[config.mk]
export PLATFORM = sky130hd
export DESIGN_NAME = mhpq_ctrl
export DESIGN_NICKNAME = d
export VERILOG_FILES = /design/src/rtl/core/mhpq_pkg.sv /design/src/rtl/core/mhpq_ctrl.sv
export SDC_FILE = /design/constraint.sdc
export NUM_CORES = 1
export LEC_CHECK = 0
export BUFFER_PORTS_ARGS = -buffer_cell sky130_fd_sc_hd__buf_2
export CORE_AREA = 2 2 39 41
export CTS_CLUSTER_DIAMETER = 30
export DETAILED_ROUTE_END_ITERATION = 16
export DIE_AREA = 0 0 41 43
export GPL_TIMING_DRIVEN = 0
export PLACE_DENSITY = 0.68
export SYNTH_ARGS = -nofsm -noshare
export SYNTH_HDL_FRONTEND = slang
export SYNTH_SLANG_ARGS = --single-unit
[constraint.sdc]
create_clock -name i_clk -period 2.07 [get_ports i_clk]
set_clock_uncertainty 0.15 [all_clocks]
set_input_delay 0.414 -clock i_clk [delete_from_list [all_inputs] [get_ports i_clk]]
set_output_delay 0.414 -clock i_clk [all_outputs]
set_load 0.02 [all_outputs]
[src/rtl/core/mhpq_pkg.sv]
package mhpq_pkg;

    localparam int CAPACITY   = 1024;
    localparam int DATA_WIDTH = 32;
    localparam int VALUE_W    = 32;
    localparam int STATUS_W   = 2;
    localparam int ADDR_W     = $clog2(CAPACITY);
    localparam int CNT_W      = $clog2(CAPACITY + 1);
    localparam int CHILD_W    = ADDR_W + 2;

    typedef logic signed [DATA_WIDTH-1:0] t_data;
    typedef logic signed [VALUE_W-1:0]    t_value;
    typedef logic [ADDR_W-1:0]            t_addr;
    typedef logic [CNT_W-1:0]             t_count;
    typedef logic [CHILD_W-1:0]           t_child;
    typedef logic [STATUS_W-1:0]          t_status;

    localparam logic KIND_INSERT = 1'b0;
    localparam logic KIND_REMOVE = 1'b1;

    localparam t_status STATUS_OK    = 2'd0;
    localparam t_status STATUS_EMPTY = 2'd1;
    localparam t_status STATUS_FULL  = 2'd2;

    typedef enum logic [2:0] {
        S_IDLE,
        S_UP_CHECK,
        S_UP_CMP,
        S_DN_LOAD,
        S_DN_CHECK,
        S_DN_LEFT,
        S_DN_RIGHT,
        S_DONE
    } t_state;

    typedef enum logic [1:0] {
        RD_LAST,
        RD_PARENT,
        RD_LEFT,
        RD_RIGHT
    } t_rd_sel;

    typedef enum logic [1:0] {
        WR_VAL,
        WR_RDATA,
        WR_CHILD
    } t_wr_sel;

    typedef enum logic [1:0] {
        IDX_HOLD,
        IDX_PARENT,
        IDX_PICK
    } t_idx_sel;

    typedef struct packed {
        logic     ld_ins;
        logic     ld_rm;
        logic     ld_full;
        logic     ld_empty;
        logic     rd_en;
        t_rd_sel  rd_sel;
        logic     wr_en;
        t_wr_sel  wr_sel;
        t_idx_sel idx_sel;
        logic     ld_val;
        logic     ld_left;
        logic     use_right;
        logic     ld_out;
    } t_dp_cmd;

    typedef struct packed {
        logic count_full;
        logic count_zero;
        logic idx_zero;
        logic parent_lt;
        logic left_out;
        logic right_in;
        logic child_ge;
    } t_dp_stat;

endpackage

[src/rtl/core/mhpq_ctrl.sv]
module mhpq_ctrl (
    input  logic               i_clk,
    input  logic               i_rst_n,
    input  logic               i_valid,
    input  logic               i_kind,
    output logic               o_ready,
    output logic               o_valid,
    input  logic               i_ready,
    input  mhpq_pkg::t_dp_stat i_stat,
    output mhpq_pkg::t_dp_cmd  o_cmd
);

    mhpq_pkg::t_state r_state;
    mhpq_pkg::t_state n_state;
    logic             r_out_valid;

    always_ff @(posedge i_clk) begin
        if (!i_rst_n) begin
            r_state <= mhpq_pkg::S_IDLE;
        end else begin
            r_state <= n_state;
        end
    end

    always_ff @(posedge i_clk) begin
        if (!i_rst_n) begin
            r_out_valid <= 1'b0;
        end else if (o_cmd.ld_out) begin
            r_out_valid <= 1'b1;
        end else if (i_ready) begin
            r_out_valid <= 1'b0;
        end
    end

    assign o_valid = r_out_valid;

    always_comb begin
        n_state = r_state;
        o_cmd   = '0;
        o_ready = 1'b0;
        unique case (r_state)
            mhpq_pkg::S_IDLE: begin
                o_ready = 1'b1;
                if (i_valid && (i_kind == mhpq_pkg::KIND_REMOVE)) begin
                    if (i_stat.count_zero) begin
                        o_cmd.ld_empty = 1'b1;
                        n_state        = mhpq_pkg::S_DONE;
                    end else begin
                        o_cmd.ld_rm  = 1'b1;
                        o_cmd.rd_en  = 1'b1;
                        o_cmd.rd_sel = mhpq_pkg::RD_LAST;
                        n_state      = mhpq_pkg::S_DN_LOAD;
                    end
                end else if (i_valid) begin
                    if (i_stat.count_full) begin
                        o_cmd.ld_full = 1'b1;
                        n_state       = mhpq_pkg::S_DONE;
                    end else begin
                        o_cmd.ld_ins = 1'b1;
                        n_state      = mhpq_pkg::S_UP_CHECK;
                    end
                end
            end
            mhpq_pkg::S_UP_CHECK: begin
                if (i_stat.idx_zero) begin
                    o_cmd.wr_en  = 1'b1;
                    o_cmd.wr_sel = mhpq_pkg::WR_VAL;
                    n_state      = mhpq_pkg::S_DONE;
                end else begin
                    o_cmd.rd_en  = 1'b1;
                    o_cmd.rd_sel = mhpq_pkg::RD_PARENT;
                    n_state      = mhpq_pkg::S_UP_CMP;
                end
            end
            mhpq_pkg::S_UP_CMP: begin
                o_cmd.wr_en = 1'b1;
                if (i_stat.parent_lt) begin
                    o_cmd.wr_sel  = mhpq_pkg::WR_RDATA;
                    o_cmd.idx_sel = mhpq_pkg::IDX_PARENT;
                    n_state       = mhpq_pkg::S_UP_CHECK;
                end else begin
                    o_cmd.wr_sel = mhpq_pkg::WR_VAL;
                    n_state      = mhpq_pkg::S_DONE;
                end
            end
            mhpq_pkg::S_DN_LOAD: begin
                o_cmd.ld_val = 1'b1;
                n_state      = mhpq_pkg::S_DN_CHECK;
            end
            mhpq_pkg::S_DN_CHECK: begin
                if (i_stat.left_out) begin
                    o_cmd.wr_en  = 1'b1;
                    o_cmd.wr_sel = mhpq_pkg::WR_VAL;
                    n_state      = mhpq_pkg::S_DONE;
                end else begin
                    o_cmd.rd_en  = 1'b1;
                    o_cmd.rd_sel = mhpq_pkg::RD_LEFT;
                    n_state      = mhpq_pkg::S_DN_LEFT;
                end
            end
            mhpq_pkg::S_DN_LEFT: begin
                if (i_stat.right_in) begin
                    o_cmd.ld_left = 1'b1;
                    o_cmd.rd_en   = 1'b1;
                    o_cmd.rd_sel  = mhpq_pkg::RD_RIGHT;
                    n_state       = mhpq_pkg::S_DN_RIGHT;
                end else if (i_stat.child_ge) begin
                    o_cmd.wr_en   = 1'b1;
                    o_cmd.wr_sel  = mhpq_pkg::WR_CHILD;
                    o_cmd.idx_sel = mhpq_pkg::IDX_PICK;
                    n_state       = mhpq_pkg::S_DN_CHECK;
                end else begin
                    o_cmd.wr_en  = 1'b1;
                    o_cmd.wr_sel = mhpq_pkg::WR_VAL;
                    n_state      = mhpq_pkg::S_DONE;
                end
            end
            mhpq_pkg::S_DN_RIGHT: begin
                o_cmd.use_right = 1'b1;
                o_cmd.wr_en     = 1'b1;
                if (i_stat.child_ge) begin
                    o_cmd.wr_sel  = mhpq_pkg::WR_CHILD;
                    o_cmd.idx_sel = mhpq_pkg::IDX_PICK;
                    n_state       = mhpq_pkg::S_DN_CHECK;
                end else begin
                    o_cmd.wr_sel = mhpq_pkg::WR_VAL;
                    n_state      = mhpq_pkg::S_DONE;
                end
            end
            mhpq_pkg::S_DONE: begin
                if (!r_out_valid || i_ready) begin
                    o_cmd.ld_out = 1'b1;
                    n_state      = mhpq_pkg::S_IDLE;
                end
            end
            default: begin
                n_state = mhpq_pkg::S_IDLE;
            end
        endcase
    end

endmodule

==> impl_results.md <==
* Largest cells by area after synthesis: dfxtp_1 (17%), nand2b_1 (12%), nor2b_1 (6.8%), nor2_1 (6.5%), nor3_1 (4.3%)
* #FFs+latches synth at 4
* Critical path class: flop to output pin
* Internal power at 0.551 mW
* CP Cell Sequence: or3_4 -> buf_6 -> buf_4 -> nor4b_4 -> buf_4
* Number of synthesized flops with an enable pin at 0
* Leading area contributor after synthesis: dfxtp_1
* Io pins at 30
* Fillers at 144
* Seq/Total Area, Yosys at 17.3%
* F_max at 459 MHz
* DR vias at 633
* Final hold violations at 0
* DP Area at 634 um^2
* CP peak stage delay at 380 ps
* Buf+Inv Stages, Crit Path at 3
* Arrival time worst endpoint at 1610 ps
* Crit path time final at 2180 ps
* Max_cap viols at 0
* Switching power at 0.500 mW
* Grt ovf at 0
* Final Max Tran Viols at 0
* Part of the cycle the worst path needs at 105%
* Comb pwr share at 77.7%
* Max Fanout on Critical Path at 4
* Number of library cell types mapped by synthesis at 31
* Detailed placement HPWL at 974 um
* Synthesized area at 463 um^2
* First drt pass iteration count at 4
* Average size of a mapped cell at 6.71 um^2
* Power per cell area at 1410 nW/um^2
* DRT iter0 DRCs at 9
* Die Wd at 41 um
* Antenna violations before repair at 0
* Critical Path RT at 1510 ps
* Pleak at 0.375 nW
* H-tree Lvls at 1
* Sw Share at 47.6%
* Worst skew pair latency at 230 ps
* N_diodes at 0
* Failing checks: negative setup slack
* Core Box Area at 1380 um^2
* Final setup vio count at 3
* Cell count after synthesis at 69
* Placement Setup Slack at 58.7 ps
* Starting density of the core at 33.5%
* Post-synth top cells: nand2b_1 (9), nor2_1 (8), nor2b_1 (5)
* Status: finished, violations left
* Largest net degree at the start of global routing at 11
* Final Worst Setup Slack at -108 ps
* Routed WL at 1360 um
* Routed vias/inst at 5.15
* Post-Syn Nets at 81
* Detail Route Antenna Nets at 0
* CTS max path bufs at 2
* Total CTS buffers at 3
* R2R Setup Slk at 500 ps
* Clk sinks at 4
* Rows at 14
* Worst ir drop on vdd at 0.548 mV
* CTS tree: done
* Share of post-route cells with drive strength above 1 at 48.6%
* Vias in the first global route at 464
* Clock transition at path regs at 40 ps
* Area Overhead vs Synth at 61.4%
* CP startpoint kind: flop
* CTS root buf: clkbuf_4
* Worst path slowest cell: or3_4
* Wire per inst at 11.0 um
* NumNets Final at 121
* Top_reg_cell synth: dfxtp_1
* Design area at 747 um^2
* Worst rel slew slack at 80.4%
* Clock Power Share at 9.0%
* Routability cong. at 0.872
* CP endpoint kind: output pin
* DRC errors left at 0
* Full die area at 1760 um^2
* Die height at 43 um
* Hold Path Class: input port to flop
* Overall Global Routing Usage at 15.1%
* Worst slew pin tran at 292 ps
* IO buf count at 29
* Cell with the most instances after synthesis: nand2b_1
* Flop pwr share at 13.3%
* Hold-fix buffers, CTS at 0
* Synth top area share at 17.3%
* RSZ-0062 raised after global routing: yes
* Most common cell on crit path: buf_4
* Async S/R FF share, synth at 0%
* Yosys Warn Count at 0
* CP delay by family, top: simple AND/OR/NAND/NOR gates
* Global-route wire length before repair at 1860 um
[repair_timing]
action	in CTS	in global routing
pin swaps	3	3
endpoints found under the setup margin	4	8
gates cloned	0	0
buffers inserted	2	4
gates resized for setup	5	10
[cell families (layout without fill, tap and decap cells)]
| group | count (synthesis) | count (layout) | synth area share [%] |
|---|---|---|---|
| buf+inv | 6 | 44 | 7.02 |
| flops | 4 | 4 | 17.3 |
| compound gates | 17 | 17 | 23.5 |
| simple gates | 42 | 42 | 52.2 |
[cell type report]
cell class                      instances  area, um^2  area share, %
Tap cell                               16        20.0           2.68
Clock buffer                            3        22.5           3.02
Sequential cell                         4        87.6           11.7
Buffer                                  4        26.3           3.52
Inverter                                2        7.51           1.01
Multi-Input combinational cell         59         379           50.8
Timing Repair Buffer                   35         204           27.3
[routing by layer]
| metal | global-route usage [%] | vias up | part of all wire (%) |
|---|---|---|---|
| met3 | 3.14 | 2 | 6.0 |
| li1 | - | 322 | - |
| met4 | 6.00 | 0 | 0.52 |
| met1 | 20.6 | 281 | 42 |
| met2 | 22.2 | 28 | 52 |
| met5 | 0 | - | 0 |
[sequential cells by signal, summed over array words and instances, names as in the netlist]
| register | count |
|---|---|
| o_valid | 1 |
| r_state | 3 |
[cell usage in the layout (no fill, tap or decap)]
cell type,synthesis,routed
nor4b_4,0,1
nor2b_1,5,5
a21oi_1,3,3
and4b_1,1,1
or2_2,1,1
o21a_1,1,1
and2_1,1,1
a22oi_1,1,1
nor2_4,1,1
clkbuf_4,0,3
a31oi_2,1,1
buf_4,0,9
buf_2,2,27
dfxtp_4,0,2
buf_6,1,2
a31oi_1,3,3
nor3_4,0,1
nand3_1,2,2
nor3b_1,1,1
nor3_1,4,4
clkbuf_2,0,1
inv_1,1,1
o21ai_1,2,2
nand2b_1,9,9
nor2_1,8,7
o31ai_1,1,1
or3_4,0,1
and3_1,2,2
inv_2,1,1
nand2_1,4,4
o21ai_0,3,3
o211ai_1,1,1
a21boi_0,1,1
dfxtp_1,4,2
nor2_2,0,1
[power by group through the flow]
stage / logic (mW) / clock network, mW / registers, mW
after global routing: 0.880 / 0.108 / 0.144
after detailed placement: 0.630 / 0 / 0.152
after floorplan: 0.481 / 0 / 0.142
after CTS: 0.694 / 0.0971 / 0.135
after global placement: 0.623 / 0 / 0.152
final: 0.816 / 0.0950 / 0.140
[path summary, 6_finish.rpt]
kind              startpoint    endpoint  depth (start not counted)
setup / recovery  r_state[2]   o_cmd[15]                          5
hold / removal       i_rst_n     o_valid                          2
setup reg to reg  r_state[2]  r_state[0]                          5
hold reg to reg      o_valid     o_valid                          2
[stage by stage]
step,hold slack (ps),setup TNS [ps],total power [mW],std cells,utilization (%)
after global routing,298,-500,1.13,123,54.0
final,299,-262,1.05,123,54.0
after floorplan,418,0,0.623,69,-
after detailed placement,380,0,0.783,114,45.8
after CTS,295,-98.1,0.926,119,49.5
after global placement,367,0,0.776,114,45.8
Power figures use the tool's default switching activity.
